===== config.mk =====
export PLATFORM = sky130hd
export DESIGN_NAME = slid_cell
export DESIGN_NICKNAME = d
export VERILOG_FILES = /design/src/rtl/core/slid_pkg.sv /design/src/rtl/core/slid_cell.sv
export SDC_FILE = /design/constraint.sdc
export NUM_CORES = 1
export LEC_CHECK = 0
export CORE_UTILIZATION = 40
export CTS_CLUSTER_DIAMETER = 40
export DETAILED_ROUTE_END_ITERATION = 10
export DONT_BUFFER_PORTS = 1
export PLACE_DENSITY_LB_ADDON = 0.12
export SLEW_MARGIN = 10
export SYNTH_ARGS = -nofsm -noshare
export SYNTH_HDL_FRONTEND = slang
export SYNTH_SLANG_ARGS = --single-unit

===== constraint.sdc =====
create_clock -name clk_i -period 4.43 [get_ports clk_i]
set_input_delay 0.6645 -clock clk_i [delete_from_list [all_inputs] [get_ports clk_i]]
set_output_delay 0.6645 -clock clk_i [all_outputs]
set_load 0.005 [all_outputs]

===== src/rtl/core/slid_pkg.sv =====
`timescale 1ns / 1ps
`default_nettype none

package slid_pkg;

  localparam int unsigned CAPACITY = 32;
  localparam int unsigned DATA_W   = 32;
  localparam int unsigned CNT_W    = $clog2(CAPACITY + 1);
  localparam int unsigned DROP_W   = 8;

  localparam logic [1:0] CMD_INSERT = 2'd0;
  localparam logic [1:0] CMD_DELETE = 2'd1;
  localparam logic [1:0] CMD_PRINT  = 2'd2;

  // Operation broadcast to every cell of the chain.
  typedef enum logic [1:0] {
    OP_HOLD,
    OP_INS,
    OP_DEL,
    OP_ROT
  } slid_op_e;

  typedef struct packed {
    slid_op_e          op;
    logic [DATA_W-1:0] value;
  } slid_ctrl_t;

  // What a cell shows to its neighbors.
  typedef struct packed {
    logic [DATA_W-1:0] val;
    logic              valid;
    logic              after_ins; // insert point is at or before this cell
    logic              after_del; // first matching entry is at or before this cell
  } slid_link_t;

endpackage

`default_nettype wire


===== src/rtl/core/slid_cell.sv =====
`timescale 1ns / 1ps
`default_nettype none

module slid_cell (
  input  wire logic                 clk_i,
  input  wire logic                 rst_ni,
  input  wire slid_pkg::slid_ctrl_t ctrl_i,
  input  wire slid_pkg::slid_link_t prev_i,
  input  wire slid_pkg::slid_link_t next_i,
  input  wire logic [slid_pkg::DATA_W-1:0] head_i,
  output slid_pkg::slid_link_t      link_o
);

  logic [slid_pkg::DATA_W-1:0] val_q, val_d;
  logic                        valid_q, valid_d;
  logic                        greater;
  logic                        match;
  logic                        tail;

  assign greater = $signed(val_q) > $signed(ctrl_i.value);
  assign match   = valid_q && (val_q == ctrl_i.value);
  // last occupied cell: receives the head entry during a rotation
  assign tail    = valid_q && !next_i.valid;

  assign link_o.val       = val_q;
  assign link_o.valid     = valid_q;
  assign link_o.after_ins = !valid_q || greater;
  assign link_o.after_del = prev_i.after_del || match;

  always_comb begin
    val_d   = val_q;
    valid_d = valid_q;
    case (ctrl_i.op)
      slid_pkg::OP_INS: begin
        if (prev_i.after_ins) begin
          val_d   = prev_i.val;
          valid_d = prev_i.valid;
        end else if (link_o.after_ins) begin
          val_d   = ctrl_i.value;
          valid_d = 1'b1;
        end
      end
      slid_pkg::OP_DEL: begin
        // close the gap left by the first match
        if (link_o.after_del) begin
          val_d   = next_i.val;
          valid_d = next_i.valid;
        end
      end
      slid_pkg::OP_ROT: begin
        if (tail) begin
          val_d = head_i;
        end else if (valid_q) begin
          val_d = next_i.val;
        end
      end
      default: ;
    endcase
  end

  always_ff @(posedge clk_i or negedge rst_ni) begin
    if (!rst_ni) begin
      valid_q <= 1'b0;
    end else begin
      valid_q <= valid_d;
    end
  end

  always_ff @(posedge clk_i) begin
    val_q <= val_d;
  end

endmodule

`default_nettype wire


Word level (Yosys, flattened, before mapping)
Cells that the tools add are included.
{"block": "op_classes", "addsub": 0, "multipliers": 0, "n_div": 0, "magnitude_cmp": 1, "n_eq_ne": 7, "shift": 0, "mux": 10, "bitwise_logic": 0, "n_reduce_logical": 10}
{"op": "32-bit 2-to-1 mux", "count": 5}
{"op": "32-bit one-hot mux with 3 select lines", "count": 1}
{"op": "32-bit == test", "count": 1}
{"op": "32-bit > comparator", "count": 1}
{"op": "3-bit != test, second input constant", "count": 2}
{"op": "2-bit == test, second input constant", "count": 2}
{"op": "4-bit AND reduction", "count": 1}
{"op": "1-bit 2-to-1 mux", "count": 3}
{"op": "3-bit AND reduction", "count": 1}
{"op": "3-bit nonzero test", "count": 1}
{"op": "2-bit by 1-bit == test with 1-bit output, second input constant", "count": 1}
{"op": "1-bit logical AND", "count": 2}
{"op": "1-bit logical NOT", "count": 2}
{"op": "1-bit logical OR", "count": 2}
{"op": "2-bit != test, second input constant", "count": 1}
{"op": "1-bit one-hot mux with 2 select lines", "count": 1}
{"op": "2-bit nonzero test", "count": 1}
{"block": "word_totals", "reg_bits": 33, "latchBits": 0, "ramBits": 0, "rom_bits": 0, "input_bits": 138, "output_inout_bits": 35, "elab_cells": 30, "mem_count": 0}

Depth between registers and ports, before layout
Gate-level depths: netlist (run 1).
{"block": "logic_depth", "ltp_word": 5, "ltp_mapped": 8}

Worst setup path before layout (run 1)
Ideal clock, no wire load.
{"block": "synth_path", "path_type": "input-to-reg", "start": "input port ctrl_i[30] (netlist name)", "end": "register val_q[0] (netlist name), enable pin", "arrival_time_ns": 3.430, "required_ns": 4.014, "path_slack_ns": 0.584, "path_stages": 8, "n_path_buf": 0, "cell_sequence": "inv_1 ha_1 a21oi_1 nand2_1 a221o_1 or3_1 and4bb_2 nor3_2"}
{"block": "synth_between", "elab_chain_len": 5}
{"element": "start: declaration", "line": "slid_cell.sv:7", "rtl": "input wire slid_pkg::slid_ctrl_t ctrl_i,"}
{"element": "branches (longest 4 deep; another with 32-bit > comparator)"}
{"element": "4-bit AND reduction (no source line) (*)"}
{"element": "end signal: assignment", "line": "slid_cell.sv:70", "rtl": "val_q <= val_d;"}
{"element": "end: declaration", "line": "slid_cell.sv:14", "rtl": "logic [slid_pkg::DATA_W-1:0] val_q, val_d;"}
Every way passes the cells marked *.
A chain may end at the register's enable or synchronous reset.

==> results of run 1 <==
[per-stage QoR]
stage / instances / setup WS (ns) / util
after floorplan: 289 / 0.584 / -
after global placement: 372 / 1.01 / 0.430
after detailed placement: 372 / 1.02 / 0.430
after CTS: 380 / 1.11 / 0.447
after global routing: 380 / 0.893 / 0.447
final: 380 / 1.13 / 0.447
[synth_stat cells]
| master | count |
|---|---|
| sky130_fd_sc_hd__mux2i_1 | 32 |
| sky130_fd_sc_hd__a2111oi_2 | 1 |
| sky130_fd_sc_hd__a221oi_1 | 1 |
| sky130_fd_sc_hd__and2_4 | 1 |
| sky130_fd_sc_hd__clkbuf_1 | 9 |
| sky130_fd_sc_hd__inv_1 | 35 |
| sky130_fd_sc_hd__and4bb_2 | 1 |
| sky130_fd_sc_hd__nor3b_1 | 2 |
| sky130_fd_sc_hd__a21o_1 | 2 |
| sky130_fd_sc_hd__o31ai_2 | 1 |
| sky130_fd_sc_hd__ha_1 | 32 |
| sky130_fd_sc_hd__dfrtp_1 | 1 |
| sky130_fd_sc_hd__nand3b_1 | 1 |
| sky130_fd_sc_hd__buf_2 | 4 |
| sky130_fd_sc_hd__nand3_1 | 7 |
| sky130_fd_sc_hd__nor2_1 | 36 |
| sky130_fd_sc_hd__or3_1 | 1 |
| sky130_fd_sc_hd__nor2b_1 | 2 |
| sky130_fd_sc_hd__o211ai_1 | 1 |
| sky130_fd_sc_hd__a211o_1 | 1 |
| sky130_fd_sc_hd__a221o_1 | 33 |
| sky130_fd_sc_hd__nand2_1 | 11 |
| sky130_fd_sc_hd__o21ai_0 | 3 |
| sky130_fd_sc_hd__a21oi_1 | 15 |
| sky130_fd_sc_hd__o21ai_1 | 2 |
| sky130_fd_sc_hd__edfxtp_1 | 32 |
| sky130_fd_sc_hd__nand2b_1 | 3 |
| sky130_fd_sc_hd__nor4_4 | 1 |
| sky130_fd_sc_hd__nand4_2 | 1 |
| sky130_fd_sc_hd__a2111oi_0 | 2 |
| sky130_fd_sc_hd__nand4_1 | 6 |
| sky130_fd_sc_hd__o21a_1 | 1 |
| sky130_fd_sc_hd__buf_4 | 1 |
| sky130_fd_sc_hd__a31oi_1 | 2 |
| sky130_fd_sc_hd__or4_4 | 1 |
| sky130_fd_sc_hd__nor3_2 | 1 |
| sky130_fd_sc_hd__nor3_4 | 1 |
| sky130_fd_sc_hd__buf_1 | 2 |
[sequential cells by signal, summed over array words and instances, names as in the netlist]
name,flops
valid_q,1
val_q,32
[worst paths after layout]
| kind | endpoint | slack (ns) | depth (start not counted) |
|---|---|---|---|
| max in group asynchronous | valid_q | 4.30 | 0 |
| max | link_o[1] | 1.13 | 7 |
| min in group clk_i | valid_q | 0.56 | 3 |
| min | valid_q | 0.07 | 0 |
| max reg2reg | val_q[6] | 1.30 | 8 |
| min reg2reg | valid_q | 0.77 | 2 |
[layer usage]
layer	global-route usage	up-vias
met3	0.0600	2
met5	0	-
li1	-	1080
met1	0.243	1038
met4	0.0439	0
met2	0.313	108
[cell type report]
class                   instances  area [µm²]  share of cell area
inverters                      35         131              0.0430
repair buffers                  3        35.0              0.0115
well taps                      96         120              0.0393
clock inverters                 1        30.0             0.00983
multi-input cells             205        1670               0.545
clock buffers                   7        86.3              0.0283
flip-flops and latches         33         986               0.323
[power by group through the flow]
stage / logic (µW) / registers (µW) / clock network (µW)
CTS: 218 / 428 / 308
detailed placement: 216 / 435 / 0
global route: 245 / 432 / 321
finish: 213 / 427 / 301
global placement: 212 / 435 / 0
floorplan: 181 / 423 / 0
[logic make-up (layout without fill, tap and decap cells)]
kind of cell               count (synthesis)  in the layout
AOI/OAI and AO/OA                         65             65
adders and majority gates                 32             32
buffers and inverters                     51             46
DFF                                       33             33
muxes                                     32             32
and+or+nand+nor                           76             76
==> out/qor.json, run 1 <==
{
  "synth_compound_gate_area_share": 0.188,
  "seq_power_share": 0.454,
  "post-synth-top-area-fraction": 0.338,
  "fin_crit_share": 0.744,
  "yosys.area_share.simple": 0.141,
  "cts_resized": 0,
  "post_cts_buffers": 0,
  "wire_length_of_the_first_global_routing_pass_um": 10800,
  "drt_pre_antenna_iters": 4,
  "post_synth_mux_area_share": 0.113,
  "run_status": "finished clean",
  "detail_route.wirelength_um": 7220,
  "synth_fa_ha_area_frac": 0.141,
  "path_buf_inv": 0,
  "finalWeightedCongestion": 0.718,
  "min-delay-path-class": "input port to asynchronous set/reset pin",
  "dieWidth_um": 86.3,
  "number_of_warnings_issued_by_yosys": 0,
  "ys_types": 38,
  "top_signal_layer_used": "met4",
  "port_buffers": 0,
  "mostFrequentLayoutCells": "sky130_fd_sc_hd__inv_1, sky130_fd_sc_hd__nor2_1, sky130_fd_sc_hd__a221o_1",
  "cell_class_contributing_the_biggest_share_of_worst_path_delay": "simple AND/OR/NAND/NOR gates",
  "pin_count_of_the_biggest_net_entering_global_routing": 40,
  "detailedPlacementHpwl_um": 5570,
  "synth_xor_area_frac": 0,
  "p_clk_frac": 0.320,
  "timing.critical_path.from_type": "register",
  "vias": 2228,
  "end_kind": "primary output",
  "final.hold.worst_slack_ns": 0.0652,
  "syn-mean-instance-area_um2": 9.84,
  "switching_power_uw": 263,
  "core_area_um2": 6830,
  "aggregate_global_route_resource_usage": 0.190,
  "layout.filler_cells": 694,
  "cts.hold.buffers_added": 0,
  "clk_pin_slew_ns": 0.07,
  "die_h_um": 86.3,
  "worstSetupPathType": "register to primary output",
  "drt_iter0_markers": 78,
  "cp_data_required_time_ns": 3.77,
  "worst_r2r_startpoint": "val_q[9]",
  "tritoncts": "yes",
  "placement_rows": 30,
  "num_io_pins": 173,
  "syn-cell-area_um2": 2840,
  "worst_pin_slew_ns": 0.598,
  "cp_cell_sequence": "ha_1 > nand4_1 > or4_4 > a21oi_1 > a211o_1 > a2111oi_0 > nor3b_1",
  "pwr_density_nw_per_um2": 308,
  "clock-sinks": 33,
  "share_comb_of_total_power": 0.227,
  "avgRoutedWirePerCell_um": 19.0,
  "synth.top_cells.by_area": "sky130_fd_sc_hd__edfxtp_1, sky130_fd_sc_hd__ha_1, sky130_fd_sc_hd__a221o_1",
  "power.total_uw": 941,
  "worst_ir_drop_vdd_mv": 0.120,
  "cts.path.max_buffers": 2,
  "initial_utilization": 0.416,
  "routed-wl-met2_um": 3430,
  "wl_met3_um": 607,
  "wl_met1_um": 3150,
  "fin_nets": 453,
  "leakage_uw": 0.00138,
  "worst-endpoint-arrival_ns": 2.63,
  "antenna_found_initial": 0,
  "synth_seq_area_share": 0.347,
  "power.share.switching": 0.280,
  "route.detailed.vias_per_inst": 5.86,
  "slew_viol_final": 0,
  "cpMaxStageDelayCell": "sky130_fd_sc_hd__or4_4",
  "final_critical_period_ns": 3.30,
  "ys_ff_latch": 33,
  "synth_fp_nets": 459,
  "antennaDiodeCount": 0,
  "synth_cells": 289,
  "critical_path.max_stage_delay_ns": 0.60,
  "grt_pass1_vias": 2119,
  "drt.antenna.violating_nets": 0,
  "timing.final.setup_violations": 0,
  "power.internal_uw": 677,
  "clk_root_buf": "sky130_fd_sc_hd__clkbuf_8",
  "globalRouteOverflowTotal": 0,
  "fraction_of_layout_cells_with_a_size_suffix_above_1": 0.0704,
  "synth_top_family_by_area": "compound AO/OA/AOI/OAI gates",
  "worst-path-max-fanout": 2,
  "achievable-frequency_mhz": 303,
  "finalHoldViolCount": 0,
  "final_design_area_no_fill_um2": 3060,
  "cts-htree-levels": 2,
  "cts_inserted_buffers": 5,
  "synth_area_leader_cell": "sky130_fd_sc_hd__edfxtp_1",
  "dpl_cell_area_um2": 2940,
  "worst_clock_skew_ns": 0.00520,
  "setup_tns_ns": 0,
  "design.die.area_um2": 7450,
  "areaGrowthSynthToFinish_pct": 7.44,
  "worstSetupStartpoint": "val_q[9]",
  "count_of_max_cap_constraint_violations": 0,
  "max-slew-margin-rel": 0.601,
  "remaining_drc_errors": 0,
  "worst_skew_pair.late_latency_ns": 0.28,
  "rsz_0062_raised_after_global_routing": "false"
}
No activity file was read; power rests on OpenSTA's default activity.
==> run 2: changes to the inputs <==
ABC_AREA = 1   (was default)
clock period = 2.7 ns   (was 4.43 ns; I/O delays follow)
==> run 2 against run 1 <==
Via count rose by 30%. Global-route usage rose by 3.1 points. Critical path depth is 5 higher. Sequential power grew 63%. Wire length rose by 22%. Critical path type is now register to register. Highest routed layer unchanged.
==> out/qor.json, run 2 <==
{
  "slew_viol_final": {"value": 0, "change": "unchanged"},
  "syn-mean-instance-area": {"value": 7.33, "unit": "µm²", "change": "was 9.84 µm²"},
  "power.share.switching": {"value": 0.333, "change": "was 0.280"},
  "critical_path.max_stage_delay": {"value": 0.43, "unit": "ns", "change": "was 0.60 ns"},
  "pwr_density": {"value": 473, "unit": "nW/µm²", "change": "was 308 nW/µm²"},
  "flip_flop_count_of_the_largest_register_all_copies_and_words_added": {"value": 32, "change": "unchanged"},
  "cts_inserted_buffers": {"value": 5, "change": "unchanged"},
  "clk_root_buf": {"value": "sky130_fd_sc_hd__clkbuf_8", "change": "unchanged"},
  "timing.critical_path.from_type": {"value": "register", "change": "unchanged"},
  "synth.top_cells.by_area": {"value": "sky130_fd_sc_hd__edfxtp_1, sky130_fd_sc_hd__ha_1, sky130_fd_sc_hd__nand2_1", "change": "was sky130_fd_sc_hd__edfxtp_1, sky130_fd_sc_hd__ha_1, sky130_fd_sc_hd__a221o_1"},
  "synth.top_cells.by_count": {"value": "sky130_fd_sc_hd__nand2_1, sky130_fd_sc_hd__a21oi_1, sky130_fd_sc_hd__nor2_1, sky130_fd_sc_hd__inv_1, sky130_fd_sc_hd__o21ai_0", "change": "was sky130_fd_sc_hd__nor2_1, sky130_fd_sc_hd__inv_1, sky130_fd_sc_hd__a221o_1"},
  "worst_skew_pair.late_latency": {"value": 0.28, "unit": "ns", "change": "about the same"},
  "antenna_found_initial": {"value": 0, "change": "unchanged"},
  "number_of_warnings_issued_by_yosys": {"value": 0, "change": "unchanged"},
  "min-delay-path-class": {"value": "input port to asynchronous set/reset pin", "change": "unchanged"},
  "ys_types": {"value": 27, "change": "was 38"},
  "reg.largest.list": {"value": "val_q x32, valid_q x1", "change": "unchanged"},
  "layout.cells.most_common": "sky130_fd_sc_hd__nand2_1",
  "layoutNonFillerInstCount": {"value": 512, "change": "was 380"},
  "setup_tns": {"value": 0, "unit": "ns", "change": "unchanged"},
  "run_status": {"value": "finished clean", "change": "unchanged"},
  "core_area": {"value": 7330, "unit": "µm²", "change": "was 6830 µm²"},
  "cp_data_required_time": {"value": 2.67, "unit": "ns", "change": "was 3.77 ns"},
  "cts_resized": {"value": 0, "change": "unchanged"},
  "post-synth-top-area-fraction": {"value": 0.312, "change": "was 0.338"},
  "synth_fp_nets": {"value": 590, "change": "was 459"},
  "clk_pin_slew": {"value": 0.07, "unit": "ns", "change": "about the same"},
  "synth_enable_flop_cells": {"value": 32, "change": "unchanged"},
  "worstRegToRegCells": {"value": 12, "change": "was 8"},
  "port_buffers": {"value": 0, "change": "unchanged"},
  "synthMostInstantiatedCell": {"value": "sky130_fd_sc_hd__nand2_1", "change": "was sky130_fd_sc_hd__nor2_1"},
  "worst-path-max-fanout": {"value": 17, "change": "was 2"},
  "globalRouteOverflowTotal": {"value": 0, "change": "unchanged"},
  "synth_cells": {"value": 420, "change": "was 289"},
  "detailedPlacementHpwl": {"value": 6530, "unit": "µm", "change": "was 5570 µm"},
  "cts-htree-levels": {"value": 2, "change": "unchanged"},
  "max-slew-margin-rel": {"value": 0.370, "change": "was 0.601"},
  "share_comb_of_total_power": {"value": 0.276, "change": "was 0.227"},
  "syn-cell-area": {"value": 3080, "unit": "µm²", "change": "was 2840 µm²"},
  "synth_area_leader_cell": {"value": "sky130_fd_sc_hd__edfxtp_1", "change": "unchanged"},
  "route.detailed.vias_per_inst": {"value": 5.66, "change": "was 5.86"},
  "p_clk_frac": {"value": 0.275, "change": "was 0.320"},
  "avgRoutedWirePerCell": {"value": 17.1, "unit": "µm", "change": "was 19.0 µm"},
  "rsz_0062_raised_after_global_routing": {"value": "false", "change": "unchanged"},
  "drt_iter0_markers": {"value": 109, "change": "was 78"},
  "final_core_util": {"value": 0.446, "change": "was 0.447"},
  "cp_cell_sequence": {"value": "ha_1 > nand2_2 > nor2_2 > nand2_2 > nor4_4 > nand2_2 > o21bai_4 > nand2_2 > nand2_1 > nand2_1 > inv_1 > buf_4", "change": "was ha_1 > nand4_1 > or4_4 > a21oi_1 > a211o_1 > a2111oi_0 > nor3b_1"},
  "synth-async-reset-ratio": {"value": 0.0303, "change": "unchanged"},
  "post_cts_buffers": {"value": 0, "change": "unchanged"},
  "antennaDiodeCount": {"value": 0, "change": "unchanged"},
  "finalWeightedCongestion": {"value": 0.762, "change": "was 0.718"},
  "postSynth.topFlopCell": {"value": "sky130_fd_sc_hd__edfxtp_1", "change": "unchanged"},
  "final_critical_period_ns": 2.45,
  "finalHoldViolCount": {"value": 0, "change": "unchanged"},
  "detail_route.wirelength": {"value": 8780, "unit": "µm", "change": "was 7220 µm"},
  "wire_length_of_the_first_global_routing_pass": {"value": 14100, "unit": "µm", "change": "was 10800 µm"},
  "die_h": {"value": 89.7, "unit": "µm", "change": "was 86.3 µm"},
  "count_of_max_cap_constraint_violations": {"value": 0, "change": "unchanged"},
  "remaining_drc_errors": {"value": 0, "change": "unchanged"},
  "areaGrowthSynthToFinish": {"value": 6.26, "unit": "%", "change": "was 7.44%"},
  "num_io_pins": {"value": 173, "change": "unchanged"},
  "regMostFlops": {"value": "val_q", "change": "unchanged"},
  "design.die.area": {"value": 8050, "unit": "µm²", "change": "was 7450 µm²"},
  "achievable-frequency_mhz": 407,
  "pin_count_of_the_biggest_net_entering_global_routing": {"value": 64, "change": "was 40"},
  "vias": {"value": 2898, "change": "was 2228"},
  "worst_pin_slew": {"value": 0.944, "unit": "ns", "change": "was 0.598 ns"},
  "switching_power": {"value": 515, "unit": "µW", "change": "was 263 µW"},
  "fin_crit_share": 0.909,
  "worstSetupPathType": {"value": "register to register", "change": "was register to primary output"},
  "clock-sinks": {"value": 33, "change": "unchanged"},
  "placed_cells": {"value": 503, "change": "was 372"},
  "ys_ff_latch": {"value": 33, "change": "unchanged"},
  "fraction_of_layout_cells_with_a_size_suffix_above_1": {"value": 0.0847, "change": "was 0.0704"},
  "dieWidth": {"value": 89.7, "unit": "µm", "change": "was 86.3 µm"},
  "fin_nets": {"value": 582, "change": "was 453"},
  "initial_utilization": {"value": 0.420, "change": "was 0.416"},
  "drt.antenna.violating_nets": {"value": 0, "change": "unchanged"},
  "timing.final.setup_violations": {"value": 0, "change": "unchanged"},
  "drt_pre_antenna_iters": {"value": 5, "change": "was 4"},
  "tritoncts": {"value": "yes", "change": "unchanged"},
  "worst_clock_skew": {"value": 0.00344, "unit": "ns", "change": "was 0.00520 ns"},
  "cpMaxStageDelayCell": {"value": "sky130_fd_sc_hd__edfxtp_1", "change": "was sky130_fd_sc_hd__or4_4"},
  "cts.hold.buffers_added": {"value": 1, "change": "was 0"},
  "worst_ir_drop_vdd": {"value": 0.234, "unit": "mV", "change": "was 0.120 mV"},
  "synth_seq_area_share": {"value": 0.320, "change": "was 0.347"},
  "worst-endpoint-arrival": {"value": 2.43, "unit": "ns", "change": "was 2.63 ns"},
  "placement_rows": {"value": 31, "change": "was 30"},
  "power.internal": {"value": 1030, "unit": "µW", "change": "was 677 µW"},
  "end_kind": {"value": "register", "change": "was primary output"},
  "cell_repeated_most_along_the_worst_path": "sky130_fd_sc_hd__nand2_2",
  "mostFrequentLayoutCells": {"value": "sky130_fd_sc_hd__nand2_1, sky130_fd_sc_hd__a21oi_1, sky130_fd_sc_hd__nor2_1", "change": "was sky130_fd_sc_hd__inv_1, sky130_fd_sc_hd__nor2_1, sky130_fd_sc_hd__a221o_1"},
  "aggregate_global_route_resource_usage": {"value": 0.221, "change": "was 0.190"},
  "leakage": {"value": 0.00137, "unit": "µW", "change": "was 0.00138 µW"},
  "cts.path.max_buffers": {"value": 2, "change": "unchanged"},
  "grt_pass1_vias": {"value": 2815, "change": "was 2119"},
  "seq_power_share": {"value": 0.450, "change": "was 0.454"}
}
-- run 2: worst max-delay path, delay by kind of cell (launching register included) --
family | cells | cell delay (ns)
buffers and inverters | 2 | 0.35
AOI/OAI and AO/OA | 1 | 0.18
and+or+nand+nor | 8 | 0.78
adders and majority gates | 1 | 0.39
DFF | 1 | 0.43
-- run 2: routing by layer --
metal,routed length [µm],vias to the layer above,part of all wire,track usage
met5,0,-,0,0
met4,60,0,0.0068,0.0505
met3,746,4,0.085,0.0702
met2,4020,121,0.46,0.363
met1,3950,1333,0.45,0.281
li1,-,1440,-,-
-- run 2: worst paths after layout --
path,startpoint,to,slack (ns)
max in group asynchronous,rst_ni,valid_q,2.27
worst min-delay path,rst_ni,valid_q,0.32
worst max register to register,val_q[31],val_q[21],0.25
min in group clk_i,next_i[3],val_q[0],0.33
worst min register to register,valid_q,valid_q,0.66
worst max-delay path,val_q[31],val_q[21],0.25
-- run 2: final cells by class --
cell class	instances	area, µm²
Fill cell	761	4060
Clock buffer	7	96.3
Multi-Input combinational cell	317	1820
Sequential cell	33	986
Tap cell	99	124
Clock inverter	1	5.00
Timing Repair Buffer	7	55.1
Inverter	48	180
-- run 2: cell families (layout without fill, tap and decap cells) --
group | count (synthesis) | count (layout) | share of synthesized area
fa+ha+maj | 32 | 32 | 0.130
simple gates | 137 | 137 | 0.187
flops | 33 | 33 | 0.320
buf+inv | 70 | 63 | 0.0878
compound gates | 148 | 148 | 0.275
-- run 2: power groups by stage --
stage,Sequential (µW),Combinational (µW),Clock (µW)
finish,696,426,425
CTS,697,433,435
global placement,707,421,0
detailed placement,709,430,0
floorplan,690,339,0
global route,703,499,456
-- run 2: per-stage QoR --
| step | worst slack, ns | instance area, µm² | hold slack (ns) | total power [µW] |
|---|---|---|---|---|
| final | 0.245 | 3270 | 0.324 | 1550 |
| after global placement | 0.218 | 3160 | 0.109 | 1130 |
| after CTS | 0.200 | 3270 | 0.319 | 1570 |
| after detailed placement | 0.203 | 3160 | 0.109 | 1140 |
| after floorplan | 0.0692 | 3080 | 0.109 | 1030 |
| after global routing | 0.0569 | 3270 | 0.321 | 1660 |
